<file path="config.mk">
export PLATFORM = sky130hd
export DESIGN_NAME = npb_front
export DESIGN_NICKNAME = d
export VERILOG_FILES = /design/src/hw/rtl/npb_pkg.sv /design/src/hw/rtl/npb_front.sv
export SDC_FILE = /design/constraint.sdc
export NUM_CORES = 1
export LEC_CHECK = 0
export BUFFER_PORTS_ARGS = -buffer_cell sky130_fd_sc_hd__buf_2
export CORE_ASPECT_RATIO = 0.6
export CORE_UTILIZATION = 45
export DETAILED_ROUTE_END_ITERATION = 8
export PLACE_DENSITY = 0.79
export SLEW_MARGIN = 40
export SYNTH_ARGS = -nofsm -noshare
export SYNTH_HDL_FRONTEND = slang
export SYNTH_SLANG_ARGS = --single-unit
</file>
<file path="constraint.sdc">
create_clock -name clk_i -period 1.9 [get_ports clk_i]
set_input_delay 0.38 -clock clk_i [delete_from_list [all_inputs] [get_ports clk_i]]
set_output_delay 0.38 -clock clk_i [all_outputs]
set_load 0.02 [all_outputs]
</file>
<file path="src/hw/rtl/npb_pkg.sv">
`timescale 1ns / 1ps

package npb_pkg;

  localparam int CHAR_BITS   = 5;
  localparam int NGRAM_LEN   = 4;
  localparam int WORD_BITS   = 64;
  localparam int STORE_WORDS = 16384;
  localparam int BYTE_BITS   = 8;
  localparam int MODE_BITS   = 2;
  localparam int OUT_BITS    = 64;
  localparam int QUEUE_DEPTH = 4;

  localparam int ADDR_BITS = $clog2(STORE_WORDS);
  localparam int POS_BITS  = $clog2(WORD_BITS);
  localparam int IDX_BITS  = ADDR_BITS + POS_BITS;
  localparam int GRAM_BITS = CHAR_BITS * NGRAM_LEN;
  localparam int SEEN_BITS = $clog2(NGRAM_LEN + 1);
  localparam int QPTR_BITS = $clog2(QUEUE_DEPTH);
  localparam int QCNT_BITS = $clog2(QUEUE_DEPTH + 1);

  localparam logic [MODE_BITS-1:0] MODE_TEXT  = MODE_BITS'(0);
  localparam logic [MODE_BITS-1:0] MODE_READ  = MODE_BITS'(1);
  localparam logic [MODE_BITS-1:0] MODE_CLEAR = MODE_BITS'(2);

  typedef enum logic [1:0] {
    OP_SET,
    OP_READ,
    OP_CLEAR
  } op_kind_e;

  typedef struct packed {
    op_kind_e               kind;
    logic [ADDR_BITS-1:0]   addr;
    logic [POS_BITS-1:0]    pos;
  } op_t;

  typedef struct packed {
    logic valid;
    op_t  op;
  } op_req_t;

  // Wrap the n-gram value onto the store's bit range.
  function automatic logic [IDX_BITS-1:0] gram_to_bit(input logic [GRAM_BITS-1:0] gram);
    logic [GRAM_BITS+IDX_BITS-1:0] ext;
    ext = {{IDX_BITS{1'b0}}, gram};
    return ext[IDX_BITS-1:0];
  endfunction

endpackage

</file>
<file path="src/hw/rtl/npb_front.sv">
`timescale 1ns / 1ps

module npb_front (
  input  logic                              clk_i,
  input  logic                              rst_ni,
  input  logic                              in_valid_i,
  output logic                              in_ready_o,
  input  logic [npb_pkg::MODE_BITS-1:0]     mode_i,
  input  logic [npb_pkg::BYTE_BITS-1:0]     text_byte_i,
  input  logic                              start_of_file_i,
  input  logic [npb_pkg::ADDR_BITS-1:0]     word_index_i,
  input  logic                              queue_full_i,
  input  logic                              init_done_i,
  output npb_pkg::op_req_t                  push_o
);

  logic [npb_pkg::GRAM_BITS-1:0] gram_q, gram_d;
  logic [npb_pkg::SEEN_BITS-1:0] seen_q, seen_d;

  logic                                           accept;
  logic [npb_pkg::CHAR_BITS-1:0]                  ch;
  logic [npb_pkg::GRAM_BITS-1:0]                  base_gram;
  logic [npb_pkg::GRAM_BITS+npb_pkg::CHAR_BITS-1:0] shifted;
  logic [npb_pkg::GRAM_BITS-1:0]                  next_gram;
  logic [npb_pkg::SEEN_BITS-1:0]                  base_seen;
  logic [npb_pkg::SEEN_BITS-1:0]                  next_seen;
  logic [npb_pkg::IDX_BITS-1:0]                   bit_idx;

  assign in_ready_o = !queue_full_i && init_done_i;
  assign accept     = in_valid_i && in_ready_o;

  assign ch        = text_byte_i[npb_pkg::CHAR_BITS-1:0];
  assign base_gram = start_of_file_i ? '0 : gram_q;
  assign shifted   = {base_gram, ch};
  assign next_gram = shifted[npb_pkg::GRAM_BITS-1:0];
  assign base_seen = start_of_file_i ? '0 : seen_q;
  assign next_seen = (base_seen < npb_pkg::SEEN_BITS'(npb_pkg::NGRAM_LEN)) ?
                     base_seen + 1'b1 : base_seen;
  assign bit_idx   = npb_pkg::gram_to_bit(next_gram);

  always_comb begin
    gram_d           = gram_q;
    seen_d           = seen_q;
    push_o.valid     = 1'b0;
    push_o.op.kind   = npb_pkg::OP_READ;
    push_o.op.addr   = word_index_i;
    push_o.op.pos    = '0;
    unique case (mode_i)
      npb_pkg::MODE_TEXT: begin
        if (accept) begin
          gram_d = next_gram;
          seen_d = next_seen;
        end
        // push no op unless the register holds a full n-gram once this byte is in
        push_o.valid   = accept && (next_seen == npb_pkg::SEEN_BITS'(npb_pkg::NGRAM_LEN));
        push_o.op.kind = npb_pkg::OP_SET;
        push_o.op.addr = bit_idx[npb_pkg::IDX_BITS-1:npb_pkg::POS_BITS];
        push_o.op.pos  = bit_idx[npb_pkg::POS_BITS-1:0];
      end
      npb_pkg::MODE_READ: begin
        push_o.valid   = accept;
        push_o.op.kind = npb_pkg::OP_READ;
      end
      npb_pkg::MODE_CLEAR: begin
        push_o.valid   = accept;
        push_o.op.kind = npb_pkg::OP_CLEAR;
      end
      default: begin
        push_o.valid = 1'b0;
      end
    endcase
  end

  always_ff @(posedge clk_i or negedge rst_ni) begin
    if (!rst_ni) begin
      gram_q <= '0;
      seen_q <= '0;
    end else begin
      gram_q <= gram_d;
      seen_q <= seen_d;
    end
  end

endmodule

</file>
* Yosys cells after proc, flatten, opt, wreduce, memory -nomap -nowiden
Index checks and enable logic that the tools add are counted.
Word-level totals: register bits 18, output and inout port bits 24
Cells by class: add/subtract/negate cells 1, $lt $le $gt $ge 1, equal/unequal tests 3, muxes and demuxes 6, reductions and logical operators 7
Operator list (count):
- two-way mux 20 bit | 1
- two-way mux 15 bit | 1
- two-way mux 3 bit | 2
- one-hot mux 2 bit (2 select lines) | 1
- adder 3 x 1 -> 3 bit, second input constant | 1
- == test 3 bit, second input constant | 1
- logical AND 1 bit | 3
- less-than comparator 3 bit, second input constant | 1
- == test 2 x 1 -> 1 bit, second input constant | 1
- == test 2 bit, second input constant | 1
- logical NOT 2 bit | 1
- one-hot mux 1 bit (2 select lines) | 1
- AND reduction 2 bit | 1
- OR reduction 2 bit | 1
- logical NOT 1 bit | 1

* Depth between registers and ports, before layout
Gate-level depths: netlist (run 1).
depth after elaboration 6, mapped depth 7

* Least setup slack after synthesis (run 1)
No wires, ideal clock.
path kind register -> output, start register seen_q[0] (netlist name), end output push_o[22] (netlist name), arrival time 1.620 ns, setup slack -0.100 ns, stages on the path, launching flop included 6, buffers on the path 0, cell sequence dfrtp_1 nor2b_1 ha_1 nor4bb_1 nor3_1 nor3_1
RTL lines:
- from (decl) | line npb_front.sv:18 | logic [npb_pkg::SEEN_BITS-1:0] seen_q, seen_d;
- from (signal assigned) | line npb_front.sv:80 | seen_q <= seen_d;
- to (decl) | line npb_front.sv:14 | output npb_pkg::op_req_t push_o

==> results of run 1 <==
-- cells in the mapped netlist (all sizes together) --
library cell	number	area (sq um)
and2b	1	10.0
a32o	1	10.0
mux2	6	67.6
dfrtp	18	450
a21oi	1	5.00
o211ai	1	7.51
mux2i	9	90.1
buf	5	27.5
ha	5	62.6
nor4bb	1	10.0
o21ai	16	80.1
nand2	23	86.3
nor3	2	10.0
clkbuf	1	3.75
nand4b	1	8.76
and2	6	37.5
inv	18	67.6
a211oi	1	12.5
nor2	2	7.51
nor2b	4	25.0
nor3b	2	15.0
-- through the flow --
stage	utilization, %	instances	cell area [sq um]	worst slack, ns	hold slack [ns]
finish	68.8	211	1530	-0.261	0.0338
global route	68.8	211	1530	-0.312	0.0663
CTS	66.8	209	1490	-0.195	0.0505
detailed placement	62.5	203	1390	-0.0455	0.325
global placement	62.5	203	1390	-0.0222	0.319
floorplan	-	124	1100	0.0552	0.0844
-- path summary, 6_finish.rpt --
kind                            slack, ns            from         end  cells after the start
max in group asynchronous            1.59          rst_ni   seen_q[0]                      1
worst min register to register       0.49       gram_q[7]   gram_q[7]                      2
min in group clk_i                   0.36  text_byte_i[3]   gram_q[3]                      2
worst max register to register       0.51       seen_q[0]   seen_q[1]                      5
worst max-delay path                -0.26       seen_q[0]  push_o[22]                      6
worst min-delay path                 0.03          rst_ni  gram_q[13]                      1
-- what timing repair did --
item,4_1_cts,5_1_grt
resized for setup,5,5
pin swaps,4,4
gates cloned,0,0
setup endpoints to repair,1,2
buffers inserted,2,2
-- power by group through the flow --
stage | combinational [uW] | clock [uW] | sequential [uW]
5_1_grt | 408 | 334 | 487
6_report | 376 | 314 | 480
3_5_place_dp | 288 | 0 | 485
4_1_cts | 327 | 318 | 477
3_3_place_gp | 274 | 0 | 479
2_1_floorplan | 186 | 0 | 477
-- area by class of cell --
class                      instances  area, sq um
timing repair buffer              59          320
tap                               30         37.5
clock buffer                       4         55.1
fill                             176          696
multi-input combinational         82          598
inverter                          18         71.3
sequential                        18          450
-- cell families after synthesis --
group	after synthesis	share of synthesized area, %
adder cells (fa/ha/maj)	5	5.71
buffers and inverters	24	9.03
AO/OA/AOI/OAI	20	10.5
multiplexers	15	14.4
flip-flops	18	41.1
AND/OR/NAND/NOR	42	19.2
-- sequential cells by signal, summed over array words and instances (netlist names) --
register	flops
gram_q	15
seen_q	3
-- routing by layer --
layer  up-vias  track usage (%)  wire length (um)
met4         0             5.43                14
met1       478             24.7              1230
li1        515                -                 -
met2        35             41.1              1370
met5         -                0                 0
met3         2             7.39               162
-- worst register-to-register path: cells and delay by family, from the launching register on --
family | cells | cell delay, ns
flops | 1 | 0.38
simple gates | 1 | 0.14
fa+ha+maj | 1 | 0.25
buf+inv | 2 | 0.25
mux | 1 | 0.26
==> results by group, run 1 <==
STA
  – Worst slew pin tran: 0.388 ns
  – RSZ-0062 raised after global routing: true
  – Worst setup margin: -0.261 ns
  – Final hold viol count: 0
  – Number of setup violations in the final report: 1
  – FMAX: 463 MHz
  – Rel. slew slack: 74.1%
  – Tcrit/Tclk final: 114%
  – Clock Skews: 0.000913 ns
  – Tmin final: 2.16 ns
  – Setup TNS: -0.261 ns
  – Final number of max-transition violations: 0

Clock network
  – Longest Clk Path Bufs: 2
  – Clk root buf: clkbuf_8
  – H-tree levels: 1
  – CTS tree: yes
  – CTS sink count: 18
  – CTS buffer count: 3
  – CTS Hold Buffers Added: 0
  – Reg clk slew, reported paths: 0.07 ns
  – Clock Latency Late Sink: 0.26 ns

Pwr
  – Leak: 0.000810 uW
  – Logic gate share of total power: 32.2%
  – Overall power: 1170 uW
  – Pwr/cell area: 764 nW/um^2
  – Internal power: 826 uW
  – Sw frac: 29.4%
  – Worst vdd ir: 613 uV
  – Flop pwr share: 41.0%
  – Net switching power: 344 uW
  – Clk network pwr share: 26.8%

Synth
  – Syn Nets: 159
  – Post-Syn Instances: 124
  – Yosys warnings: 0
  – Area of the mapped netlist: 1090 sq um
  – Library cells used by synthesis: 23
  – Syn avg cell area: 8.83 sq um
  – Seq/Total Area, Yosys: 41.1%
  – Post-synthesis register bit count: 18

Drt
  – Routed wire length per instance: 13.1 um
  – Initial drt markers: 34
  – Vias per cell: 4.88
  – Final WL: 2770 um
  – Drt drc: 0
  – Antenna viol nets, final: 0
  – Via count: 1030
  – DR pass1 iterations: 4

Worst setup path
  – CP endpoint kind: primary output
  – WP data arrival: 1.78 ns
  – Slowest-stage cell, CP: dfrtp_1
  – Startpoint types: flop
  – Setup CP Type: flop to primary output
  – CP Max Fanout: 2
  – Worst Path Required: 1.52 ns
  – Worst path cell trace: nor2b_4 -> ha_4 -> nor4bb_4 -> nor3_2 -> nor3_2 -> buf_4
  – Most Frequent Cell on Critical Path: nor3_2
  – CP bufs+invs: 1
  – Critical path's largest stage delay: 0.38 ns
  – Top delay family on crit path: simple AND/OR/NAND/NOR gates

Layout
  – Share of cells above drive strength 1: 43.1%
  – Commonest non-fill, non-tap cell in the layout: buf_2
  – Fin nets: 217
  – P&R area growth vs syn: 40.0%
  – Ant diodes: 0
  – Most frequent cells in the layout: buf_2, nand2_1, dfrtp_1, inv_1, buf_4

Die
  – Cell Rows: 13
  – Core Box Area: 2230 sq um
  – Die area: 2640 sq um
  – Initial Util: 49.1%
  – IO Count: 54
  – Die height: 40.2 um
  – Die X: 65.7 um

GRT
  – Global-route wire length before repair: 4040 um
  – Largest net degree at the start of global routing: 29
  – Initial antenna violation count: 0
  – Total gr overflow: 0
  – GRT Total Usage: 21.8%
  – Number of global-route vias before repair: 913

Placement
  – Post-DP HPWL: 1990 um
  – Global placement routability congestion: 0.716
  – PortBufs: 50

Outcome
  – Status: finished, violations left
  – Failing checks: setup timing

Min path
  – Min-delay worst type: input port to async pin

Run
  – Max-cap violations: 0
Note: power is estimated with default switching activity, not from simulation.
==> run 2: changes to the inputs <==
--- a/config.mk
+++ b/config.mk
@@ -7,9 +7,9 @@
 export LEC_CHECK = 0
 export BUFFER_PORTS_ARGS = -buffer_cell sky130_fd_sc_hd__buf_2
 export CORE_ASPECT_RATIO = 0.6
-export CORE_UTILIZATION = 45
+export CORE_UTILIZATION = 40
 export DETAILED_ROUTE_END_ITERATION = 8
-export PLACE_DENSITY = 0.79
+export PLACE_DENSITY = 0.71
 export SLEW_MARGIN = 40
 export SYNTH_ARGS = -nofsm -noshare
 export SYNTH_HDL_FRONTEND = slang
==> results by group, run 2 (synthesized netlist as in run 1, its figures left out) <==
Drt
  – Wl on met1: 1180 um
  – Final WL: 2570 um
  – DR pass1 iterations: 4
  – Antenna viol nets, final: 0
  – Drt drc: 0
  – Highest routed layer: met4
  – Via count: 991
  – Met2 wire len: 1210 um
  – Detail Route met3 WL: 165 um
  – Vias per cell: 4.70
  – Initial drt markers: 31
  – Routed wire length per instance: 12.2 um

GRT
  – Initial antenna violation count: 0
  – Total gr overflow: 0
  – Largest net degree at the start of global routing: 19
  – GRT Total Usage: 18.0%
  – Global-route wire length before repair: 4150 um
  – Number of global-route vias before repair: 986

Die
  – Initial Util: 42.8%
  – Die X: 69.5 um
  – IO Count: 54
  – Core Box Area: 2560 sq um
  – Cell Rows: 14
  – Die height: 42.5 um
  – Die area: 2960 sq um

STA
  – Final number of max-transition violations: 0
  – Tmin final: 2.10 ns
  – Worst setup margin: -0.205 ns
  – Worst slew pin tran: 0.385 ns
  – Setup TNS: -0.205 ns
  – Clock Skews: 0.00129 ns
  – Tcrit/Tclk final: 111%
  – Number of setup violations in the final report: 1
  – Final hold viol count: 0
  – RSZ-0062 raised after global routing: true
  – Rel. slew slack: 74.3%
  – FMAX: 475 MHz

Layout
  – P&R area growth vs syn: 38.9%
  – Most frequent cells in the layout: buf_2, nand2_1, dfrtp_1, inv_1, mux2i_1
  – Commonest non-fill, non-tap cell in the layout: buf_2
  – Fin nets: 215
  – Largest reg by FF count: gram_q
  – Ant diodes: 0
  – Share of cells above drive strength 1: 42.5%
  – Max reg flops: 15
  – Largest regs: gram_q: 15 flops, seen_q: 3 flops

Pwr
  – Pwr/cell area: 743 nW/um^2
  – Leak: 0.000802 uW
  – Overall power: 1130 uW
  – Worst vdd ir: 586 uV

Clock network
  – Clock Latency Late Sink: 0.25 ns
  – CTS sink count: 18
  – CTS Hold Buffers Added: 0
  – H-tree levels: 1
  – CTS buffer count: 3
  – Longest Clk Path Bufs: 2
  – CTS tree: yes
  – Reg clk slew, reported paths: 0.07 ns
  – Clk root buf: clkbuf_8

Outcome
  – Status: finished, violations left
  – Failing checks: setup timing

Run
  – Max-cap violations: 0

Min path
  – Min-delay worst type: input port to async pin

Worst setup path
  – Setup CP Type: flop to primary output
  – CP endpoint kind: primary output
  – WP data arrival: 1.72 ns
  – Worst R2R Path Depth: 3
  – Startpoint types: flop
  – Worst Path Required: 1.52 ns
  – CP Max Fanout: 2

Placement
  – PortBufs: 50
  – Global placement routability congestion: 0.703
  – Post-DP HPWL: 2030 um
==> run 2: cell count changes in the layout (fill, tap and decap cells not counted), sizes merged <==
| cell | previous run | this run |
|---|---|---|
| buf | 59 | 57 |
==> run 2: path summary, 6_finish.rpt <==
kind / to / from / slack, ns
worst max-delay path: push_o[22] / seen_q[1] / -0.20
worst min-delay path: gram_q[10] / rst_ni / 0.04
worst max register to register: seen_q[1] / seen_q[1] / 0.74
worst min register to register: gram_q[7] / gram_q[7] / 0.49
max in group asynchronous: gram_q[2] / rst_ni / 1.58
min in group clk_i: gram_q[4] / text_byte_i[4] / 0.37
==> run 2: final cells by class <==
type                       instances  area (sq um)
fill                             235          1040
timing repair buffer              57           305
multi-input combinational         82           598
sequential                        18           450
clock buffer                       4          55.1
tap                               32          40.0
inverter                          18          71.3
==> run 2: layer usage <==
| layer | up-vias | GRT usage, % |
|---|---|---|
| met2 | 35 | 32.0 |
| met1 | 441 | 21.4 |
| met5 | - | 0 |
| met3 | 2 | 5.53 |
| met4 | 0 | 4.90 |
| li1 | 513 | - |
==> run 2: repair_timing <==
action	4_1_cts	5_1_grt
setup endpoints to repair	1	1
pin swaps	0	4
gates resized for setup	1	9
buffers inserted	0	1
gates cloned	0	0
==> run 2: metrics by stage <==
| stage | utilization (%) | hold slack (ns) | worst slack [ns] | std cells | cell area, sq um |
|---|---|---|---|---|---|
| 5_1_grt | 59.4 | 0.0685 | -0.263 | 211 | 1520 |
| 2_1_floorplan | - | 0.0844 | 0.0552 | 124 | 1100 |
| 4_1_cts | 57.1 | 0.0555 | -0.252 | 210 | 1460 |
| 3_3_place_gp | 54.9 | 0.322 | -0.0444 | 206 | 1400 |
| 3_5_place_dp | 54.9 | 0.327 | -0.0895 | 206 | 1400 |
| 6_report | 59.4 | 0.0416 | -0.205 | 211 | 1520 |
==> run 2: where the power goes <==
| group | internal (uW) | leakage, uW | switching, uW | total (uW) |
|---|---|---|---|---|
| clock network | 184 | 0.0000288 | 124 | 308 |
| logic | 171 | 0.000538 | 171 | 343 |
| registers | 444 | 0.000236 | 34.8 | 479 |
==> run 2: worst max-delay path: stages, from the launching register on <==
cell and delay [ns]:
dfrtp_1 0.38, nor2b_4 0.14, ha_4 0.25, nor4bb_4 0.30, nor3_2 0.08, nor3_2 0.17
buf_4 0.16
