**config.mk**
```make
export PLATFORM = sky130hd
export DESIGN_NAME = npb_queue
export DESIGN_NICKNAME = d
export VERILOG_FILES = /design/src/hw/rtl/npb_pkg.sv /design/src/hw/rtl/npb_queue.sv
export SDC_FILE = /design/constraint.sdc
export NUM_CORES = 1
export LEC_CHECK = 0
export BUFFER_PORTS_ARGS = -buffer_cell sky130_fd_sc_hd__buf_2
export CORE_ASPECT_RATIO = 1.5
export CORE_MARGIN = 2
export CORE_UTILIZATION = 55
export CTS_CLUSTER_SIZE = 10
export DETAILED_ROUTE_END_ITERATION = 6
export GPL_TIMING_DRIVEN = 0
export HOLD_SLACK_MARGIN = 0.06
export PLACE_DENSITY_LB_ADDON = 0.3
export SETUP_SLACK_MARGIN = 0.15
export SLEW_MARGIN = 30
export SYNTH_ARGS = -nofsm -noshare
export SYNTH_HDL_FRONTEND = slang
export SYNTH_SLANG_ARGS = --single-unit
export TNS_END_PERCENT = 100
```
**constraint.sdc**
```tcl
create_clock -name clk_i -period 5.8 [get_ports clk_i]
set_input_delay 1.16 -clock clk_i [delete_from_list [all_inputs] [get_ports clk_i]]
set_output_delay 1.16 -clock clk_i [all_outputs]
set_load 0.02 [all_outputs]
```
**src/hw/rtl/npb_pkg.sv**
```systemverilog
`timescale 1ns / 1ps

package npb_pkg;

  localparam int CHAR_BITS   = 5;
  localparam int NGRAM_LEN   = 4;
  localparam int WORD_BITS   = 64;
  localparam int STORE_WORDS = 16384;
  localparam int BYTE_BITS   = 8;
  localparam int MODE_BITS   = 2;
  localparam int OUT_BITS    = 64;
  localparam int QUEUE_DEPTH = 4;

  localparam int ADDR_BITS = $clog2(STORE_WORDS);
  localparam int POS_BITS  = $clog2(WORD_BITS);
  localparam int IDX_BITS  = ADDR_BITS + POS_BITS;
  localparam int GRAM_BITS = CHAR_BITS * NGRAM_LEN;
  localparam int SEEN_BITS = $clog2(NGRAM_LEN + 1);
  localparam int QPTR_BITS = $clog2(QUEUE_DEPTH);
  localparam int QCNT_BITS = $clog2(QUEUE_DEPTH + 1);

  localparam logic [MODE_BITS-1:0] MODE_TEXT  = MODE_BITS'(0);
  localparam logic [MODE_BITS-1:0] MODE_READ  = MODE_BITS'(1);
  localparam logic [MODE_BITS-1:0] MODE_CLEAR = MODE_BITS'(2);

  typedef enum logic [1:0] {
    OP_SET,
    OP_READ,
    OP_CLEAR
  } op_kind_e;

  typedef struct packed {
    op_kind_e               kind;
    logic [ADDR_BITS-1:0]   addr;
    logic [POS_BITS-1:0]    pos;
  } op_t;

  typedef struct packed {
    logic valid;
    op_t  op;
  } op_req_t;

  // Wrap the n-gram value onto the store's bit range.
  function automatic logic [IDX_BITS-1:0] gram_to_bit(input logic [GRAM_BITS-1:0] gram);
    logic [GRAM_BITS+IDX_BITS-1:0] ext;
    ext = {{IDX_BITS{1'b0}}, gram};
    return ext[IDX_BITS-1:0];
  endfunction

endpackage

```
**src/hw/rtl/npb_queue.sv**
```systemverilog
`timescale 1ns / 1ps

module npb_queue (
  input  logic             clk_i,
  input  logic             rst_ni,
  input  npb_pkg::op_req_t push_i,
  output logic             full_o,
  input  logic             pop_i,
  output logic             not_empty_o,
  output npb_pkg::op_t     head_o
);

  npb_pkg::op_t                  slot_q [npb_pkg::QUEUE_DEPTH];
  logic [npb_pkg::QPTR_BITS-1:0] wr_ptr_q, wr_ptr_d;
  logic [npb_pkg::QPTR_BITS-1:0] rd_ptr_q, rd_ptr_d;
  logic [npb_pkg::QCNT_BITS-1:0] count_q, count_d;
  logic                          do_push;
  logic                          do_pop;

  assign full_o      = (count_q == npb_pkg::QCNT_BITS'(npb_pkg::QUEUE_DEPTH));
  assign not_empty_o = (count_q != '0);
  assign head_o      = slot_q[rd_ptr_q];
  assign do_push     = push_i.valid && !full_o;
  assign do_pop      = pop_i && not_empty_o;

  always_comb begin
    wr_ptr_d = do_push ? wr_ptr_q + 1'b1 : wr_ptr_q;
    rd_ptr_d = do_pop ? rd_ptr_q + 1'b1 : rd_ptr_q;
    count_d  = count_q;
    if (do_push && !do_pop) begin
      count_d = count_q + 1'b1;
    end else if (do_pop && !do_push) begin
      count_d = count_q - 1'b1;
    end
  end

  always_ff @(posedge clk_i) begin
    if (do_push) begin
      slot_q[wr_ptr_q] <= push_i.op;
    end
  end

  always_ff @(posedge clk_i or negedge rst_ni) begin
    if (!rst_ni) begin
      wr_ptr_q <= '0;
      rd_ptr_q <= '0;
      count_q  <= '0;
    end else begin
      wr_ptr_q <= wr_ptr_d;
      rd_ptr_q <= rd_ptr_d;
      count_q  <= count_d;
    end
  end

endmodule

```
# ---- Word-level counts from Yosys, hierarchy flattened
# Memory sizes are Yosys's and may differ from the RTL's.
# Cells that the tools add are included.
dict set report totals {
  inputBits 26
  reg_bits 7
  output_inout_bits 24
  mem_count 1
  wordCells 22
  ramBits 88
}
dict set report op_classes {
  eq_ne 1
  muxes 4
  addsub 4
  n_reduce_logical 9
}
# memory depth word_bits rd rd_clocked_by_memory_dff wr line_no
set memory_table {}
lappend memory_table {slot_q 4 22 1 0 1 npb_queue.sv:13} ;# npb_pkg::op_t slot_q [npb_pkg::QUEUE_DEPTH];
# operator n
set op_table {}
lappend op_table {{$mux 3} 2}
lappend op_table {{$add 2x1->2 const B} 2}
lappend op_table {{$logic_and 1x1->1} 4}
lappend op_table {{$add 3x1->3 const B} 1}
lappend op_table {{$eq 3x3->1 const B} 1}
lappend op_table {{$logic_not 1->1} 3}
lappend op_table {{$reduce_bool 3->1} 1}
lappend op_table {{$sub 3x1->3 const B} 1}
lappend op_table {{$mux 1} 2}
lappend op_table {{$reduce_bool 2->1} 1}

# ---- Logic depth before layout (Yosys ltp)
# Gate-level depths: netlist (run 1).
dict set report logic_depth {
  depth_word 7
  depth_mapped 9
  depth_no_buf 8
}

# ---- Worst setup path before layout (run 1)
# OpenSTA, ideal clock, no wires.
dict set report synth_path {
  kind {input port to flip-flop}
  startpoint {in push_i[22] (netlist name)}
  endpoint {reg count_q[1] (netlist name)}
  path_buffers 1
  required_time_ns 5.675
  cell_stages 6
  path_slack_ns 3.334
  setup_time_ns 0.125
  arrival_ns 2.341
  cell_sequence {nor2b_2 -> buf_6 -> ha_1 -> inv_1 -> fa_1 -> mux2_2}
}
dict set report synth_between {
  elab_cells_between_ends 6
  classes_between {1 x mux; 5 x reduce/logical}
}
# element line_no
set synth_lines {}
lappend synth_lines {{start, declared} npb_queue.sv:6} ;# input npb_pkg::op_req_t push_i,
lappend synth_lines {{$logic_and 1x1->1} npb_queue.sv:23} ;# assign do_push = push_i.valid && !full_o;
lappend synth_lines {{named net do_push} npb_queue.sv:17} ;# logic do_push;
lappend synth_lines {{$logic_and 1x1->1} npb_queue.sv:30} ;# if (do_push && !do_pop) begin
lappend synth_lines {{$mux 3} npb_queue.sv:30}
lappend synth_lines {{named net count_d (one bit)} npb_queue.sv:16} ;# logic [npb_pkg::QCNT_BITS-1:0] count_q, count_d;
lappend synth_lines {{end signal, assigned} npb_queue.sv:51} ;# count_q <= count_d;
lappend synth_lines {{end, declared} npb_queue.sv:16}
# The timed path passes the listed nets, and every way through them passes these cells.
# A chain may end at the register's enable or synchronous reset.

==> results of run 1 <==
metrics by stage:
step | hold WS [ns] | instances | area [µm²]
final | 0.527 | 291 | 4220
after global routing | 0.545 | 291 | 4220
after detailed placement | 0.510 | 275 | 3980
after CTS | 0.531 | 291 | 4220
after floorplan | 0.464 | 150 | 3640
after global placement | 0.483 | 275 | 3980
worst paths after layout:
kind                                   from          to  cells past startpoint
worst max-delay path            rd_ptr_q[0]   head_o[8]                      4
max in group asynchronous            rst_ni  count_q[1]                      1
worst max register to register   count_q[0]  count_q[2]                      8
worst min-delay path             count_q[2]  count_q[2]                      1
min in group asynchronous            rst_ni  count_q[0]                      1
worst min register to register   count_q[2]  count_q[2]                      1
cells in the mapped netlist (2+ instances only):
| library cell | number |
|---|---|
| edfxtp_1 | 88 |
| mux4_2 | 21 |
| dfrtp_1 | 7 |
| ha_1 | 5 |
| and2_2 | 4 |
| xnor2_1 | 4 |
| inv_1 | 3 |
| buf_12 | 2 |
| buf_2 | 2 |
| buf_6 | 2 |
| xor2_1 | 2 |
critical path, delay by kind of cell (launching register included):
family                 cells  cell delay, ns
buffers and inverters      3            0.48
muxes                      1            0.51
DFF                        1            0.35
metal layers:
metal,up-vias,part of all wire,global-route usage
met3,9,0.048,0.0516
met2,46,0.56,0.293
met5,-,0,0
li1,731,-,-
met4,0,0.025,0.0975
met1,847,0.37,0.198
report_power, final:
| group | internal, mW | leakage (nW) | switching, mW | total (mW) |
|---|---|---|---|---|
| combinational | 0.343 | 0.499 | 0.416 | 0.759 |
| clock | 0.287 | 0.114 | 0.214 | 0.501 |
| sequential | 0.913 | 0.888 | 0.0577 | 0.971 |
area by class of cell:
class / count / area (µm²) / area share
flip-flops and latches: 95 / 2820 / 0.667
clock inverters: 5 / 106 / 0.0252
clock buffers: 11 / 131 / 0.0311
plain buffers: 6 / 72.6 / 0.0172
repair buffers: 49 / 245 / 0.0581
well taps: 76 / 95.1 / 0.0225
inverters: 3 / 11.3 / 0.00267
multi-input cells: 46 / 742 / 0.176
state kept, by name, indices dropped and copies added (netlist names):
signal and cells:
count_q 3, slot_q 88, rd_ptr_q 2, wr_ptr_q 2
logic make-up (layout without fill, tap and decap cells):
family,after synthesis,count (layout)
buf+inv,9,74
flops,95,95
mux,24,24
xor+xnor,6,6
fa+ha+maj,6,6
simple gates,10,10
==> results.yml, run 1 <==
synth:
  synth.top_cells.by_area: "edfxtp_1 (73%), mux4_2 (13%), dfrtp_1 (4.8%)"
  synthDominantAreaCellType: "edfxtp_1"
  cell_area_after_synthesis_mm2: 0.00364
  synth_cells: 150
  netlist-cell-type-count: 21
  top_flip_flop_cell_by_instance_count_after_synthesis: "edfxtp_1"
  area_share_of_the_largest_cell_type_after_synthesis: 0.725
  synth.area.mux_share: 0.144
  syn-num-nets: 182
  post_synthesis_share_of_cell_area_spent_on_xor_and_xnor_gates: 0.0144
  synth_compound_gate_area_share: 0
  synth.yosys.seq_area_share: 0.773
  synth-edff-count: 88
  syn-mean-instance-area_um2: 24.3
  post_synthesis_simple_gate_area_fraction: 0.0223
  adder_and_majority_cell_fraction_of_the_synthesized_area: 0.0227
  synthesis.yosys.warnings: 0
  ys_async_sr_fraction: 0.0737
  ys_seq_elements: 95
  synth_top_family_by_area: "multiplexers"
detailed_routing:
  drt_iter0_drc: 93
  routed_wl_um: 5850
  detail_route.vias_per_cell: 5.61
  num_vias: 1633
  drt_pre_antenna_iters: 4
  ant_nets: 0
  wl_cell_um: 20.1
  drt_drc_violations_left: 0
timing:
  timing.final.setup_violations: 0
  fin_worst_skew_ns: 0.0110
  slew-limit-headroom: 0.582
  final-hold-violation-count: 0
  fmaxAchievable_mhz: 349
  grt_setup_unrepaired: "no"
  tightest_slew_ns: 0.627
  final_worst_path_period_need_ns: 2.87
  finalCritPeriodShare: 0.494
  timing.final.ws_setup_ns: 2.93
  finalMaxSlewViolations: 0
  final.setup.tns_ns: 0
job:
  cap_viol_max_count: 0
floorplan:
  chip_width_um: 70.5
  pin_count: 50
  initial_core_util: 0.566
  core_region_area_mm2: 0.00644
  die_height_um: 104
  design.die.area_mm2: 0.00731
  rows: 36
global_routing:
  antenna_violations_before_repair: 0
  globalRouteTotalUtil: 0.175
  grt_pass1_wl_um: 9250
  grt_start_max_net_pins: 23
  grt_overflow: 0
  grt_pass1_vias: 1802
clock_tree:
  clkSinkCount: 95
  post_cts_resized: 0
  post-cts-setup-buffers: 0
  cts_root_buffer: "clkbuf_8"
  clock_tree_from_tritoncts: "built"
  number_of_buffers_created_by_cts: 9
  clock_path_buffers: 2
  cts.clk_slew.worst_paths_ns: 0.08
  clk_latency_ns: 0.36
  htreeDepth: 3
  cts_hold_repair.buffers: 0
final_layout:
  layout_cell_share_with_drive_strength_beyond_1: 0.460
  final_core_utilization: 0.655
  area.growth.synth_to_final_pct: 15.9
  mostFrequentLayoutCells: "edfxtp_1 (88), buf_2 (51), mux4_2 (21), clkbuf_8 (9), dfrtp_1 (7)"
  layout_commonest_cell: "edfxtp_1"
  num_antenna_cells: 0
  layout.nets: 242
  fillers: 439
worst_setup_path:
  end_kind: "output pin"
  critical-path-max-stage-delay_ns: 0.51
  crit_path_top_delay_cell: "mux4_2"
  crit_arrival_ns: 1.71
  worst-r2r-setup-slack_ns: 3.61
  timing.critical_path.from_type: "register"
  crit_chain: "buf_6 > buf_12 > mux4_2 > buf_2"
  critPathKind: "reg2out"
  timing.critical_path.fanout_max: 10
  critical_path_required_ns: 4.64
worst_hold_path:
  path_category_of_the_worst_min_delay_check: "reg2reg"
status:
  result_of_the_run: "complete, no violations"
pwr:
  report.power.total_mw: 2.23
  power_dens_cells_mw_per_mm2: 529
  worst_ir_drop_vdd_mv: 0.370
  leakage_power_of_the_design_nw: 1.50
place:
  place_worst_setup_slack_ns: 3.12
  final_estimated_routing_congestion_in_global_placement: 0.697
  port_buffer_cells: 49
  dp.final_hpwl_um: 3760
(Power assumes the default switching activity.)
==> run 2: changes to the inputs <==
--- a/config.mk
+++ b/config.mk
@@ -8,7 +8,7 @@
 export BUFFER_PORTS_ARGS = -buffer_cell sky130_fd_sc_hd__buf_2
 export CORE_ASPECT_RATIO = 1.5
 export CORE_MARGIN = 2
-export CORE_UTILIZATION = 55
+export CORE_UTILIZATION = 51
 export CTS_CLUSTER_SIZE = 10
 export DETAILED_ROUTE_END_ITERATION = 6
 export GPL_TIMING_DRIVEN = 0
==> constraint.sdc (replaced) <==
create_clock -name clk_i -period 2.6 [get_ports clk_i]
set_input_delay 0.52 -clock clk_i [delete_from_list [all_inputs] [get_ports clk_i]]
set_output_delay 0.52 -clock clk_i [all_outputs]
set_load 0.02 [all_outputs]
==> results.yml, run 2 (same netlist as run 1, synthesis figures left out) <==
worst_setup_path:
  timing.critical_path.from_type: "register"
  timing.critical_path.fanout_max: 10
  critPathKind: "reg2out"
  crit_arrival_ns: 1.73
  critical_path_required_ns: 2.08
  crit_path_top_delay_cell: "mux4_2"
  worst_path_dominant_cell_family: "multiplexers"
  critical-path-max-stage-delay_ns: 0.52
  crit_chain: "buf_6 > buf_12 > mux4_2 > buf_2"
  end_kind: "output pin"
  path_buf_inv: 3
global_routing:
  grt_start_max_net_pins: 23
  grt_pass1_vias: 1767
  grt_pass1_wl_um: 8850
  globalRouteTotalUtil: 0.163
  antenna_violations_before_repair: 0
  grt_overflow: 0
final_layout:
  regMostFlops: "slot_q"
  area.growth.synth_to_final_pct: 14.9
  fillers: 482
  largest_register_ffs: 88
  num_antenna_cells: 0
  largest_regs: "slot_q (88), count_q (3)"
  instances_no_fill: 294
  layout.nets: 243
  layout_cell_share_with_drive_strength_beyond_1: 0.458
  layout_commonest_cell: "edfxtp_1"
  area_of_the_multi_input_gates_um2: 742
  post-route-cell-area_mm2: 0.00419
  mostFrequentLayoutCells: "edfxtp_1 (88), buf_2 (51), mux4_2 (21), clkbuf_8 (10), dfrtp_1 (7)"
  seqCellArea_mm2: 0.00282
  final_core_utilization: 0.607
timing:
  slew-limit-headroom: 0.598
  final-hold-violation-count: 0
  fmaxAchievable_mhz: 445
  fin_worst_skew_ns: 0.00735
  finalMaxSlewViolations: 0
  timing.final.setup_violations: 0
  timing.final.ws_setup_ns: 0.355
  final_worst_path_period_need_ns: 2.25
  finalCritPeriodShare: 0.864
  final.hold.worst_slack_ns: 0.362
  tightest_slew_ns: 0.603
  grt_setup_unrepaired: "no"
  final.setup.tns_ns: 0
clock_tree:
  clk_latency_ns: 0.37
  cts.clk_slew.worst_paths_ns: 0.09
  post_cts_resized: 0
  htreeDepth: 3
  number_of_buffers_created_by_cts: 9
  clock_path_buffers: 2
  cts_root_buffer: "clkbuf_8"
  clkSinkCount: 95
  clock_tree_from_tritoncts: "built"
floorplan:
  chip_width_um: 73.0
  rows: 37
  initial_core_util: 0.528
  design.die.area_mm2: 0.00785
  pin_count: 50
  die_height_um: 108
  core_region_area_mm2: 0.00690
detailed_routing:
  wl_cell_um: 19.8
  num_vias: 1620
  routed_wl_um: 5830
  drt_pre_antenna_iters: 4
  ant_nets: 0
  drt_drc_violations_left: 0
  drt_iter0_drc: 127
  detail_route.vias_per_cell: 5.51
job:
  cap_viol_max_count: 0
place:
  place_worst_setup_slack_ns: 0.407
  dp.final_hpwl_um: 3910
  port_buffer_cells: 49
  final_estimated_routing_congestion_in_global_placement: 0.731
  cell_area_after_placement_mm2: 0.00399
  placed_cells_incl_taps: 277
pwr:
  worst_ir_drop_vdd_mv: 0.621
  report.power.total_mw: 4.80
  leakage_power_of_the_design_nw: 1.49
  power_dens_cells_mw_per_mm2: 1150
worst_hold_path:
  path_category_of_the_worst_min_delay_check: "in2reg"
status:
  result_of_the_run: "complete, no violations"
[run 2: cell count changes in the layout (fill, tap and decap cells not counted), sizes merged]
cell and delta:
bufinv -2, clkbuf +1, clkinvlp -1, clkinv +2
dlygate4sd3 +1
[run 2: worst register-to-register path, stage by stage (launching register included)]
cell     delay (ns)
dfrtp_1        0.47
or3_4          0.43
nand2_1        0.12
ha_1           0.20
inv_1          0.06
fa_1           0.39
xor2_1         0.18
nor2_1         0.12
xor2_1         0.16
[run 2: per-layer routing]
| layer | vias to the layer above | GRT usage | part of all wire | wire (µm) |
|---|---|---|---|---|
| met5 | - | 0 | 0 | 0 |
| met4 | 0 | 0.0714 | 0.021 | 123 |
| met3 | 10 | 0.0543 | 0.055 | 322 |
| met2 | 49 | 0.284 | 0.57 | 3310 |
| met1 | 825 | 0.177 | 0.36 | 2080 |
| li1 | 736 | - | - | - |
[run 2: where the power goes]
part,switching [mW],total (mW),internal (mW),leakage (nW)
clock network,0.475,0.942,0.467,0.100
registers,0.125,2.16,2.04,0.888
logic,0.925,1.69,0.768,0.503
total,1.53,4.80,3.27,1.49
[run 2: area by class of cell]
cell class | count | area share
clock buffer | 12 | 0.0347
timing repair buffer | 50 | 0.0610
sequential | 95 | 0.673
buffer | 6 | 0.0173
clock inverter | 4 | 0.0108
inverter | 3 | 0.00269
tap | 78 | 0.0233
multi-input combinational | 46 | 0.177
[run 2: what timing repair did]
| action | in CTS | in global routing |
|---|---|---|
| hold endpoints to repair | 7 | 0 |
| buffers inserted | 0 | 0 |
| hold buffers | 1 | 0 |
[run 2: path summary, 6_finish.rpt]
path / from / end / slack (ns) / cells past startpoint
min reg2reg: count_q[2] / count_q[2] / 0.51 / 1
max: rd_ptr_q[0] / head_o[2] / 0.35 / 4
max in group asynchronous: rst_ni / count_q[1] / 1.93 / 2
max reg2reg: count_q[0] / count_q[2] / 0.40 / 8
min: push_i[21] / slot_q[3][21] / 0.36 / 1
min in group asynchronous: rst_ni / wr_ptr_q[0] / 0.52 / 2
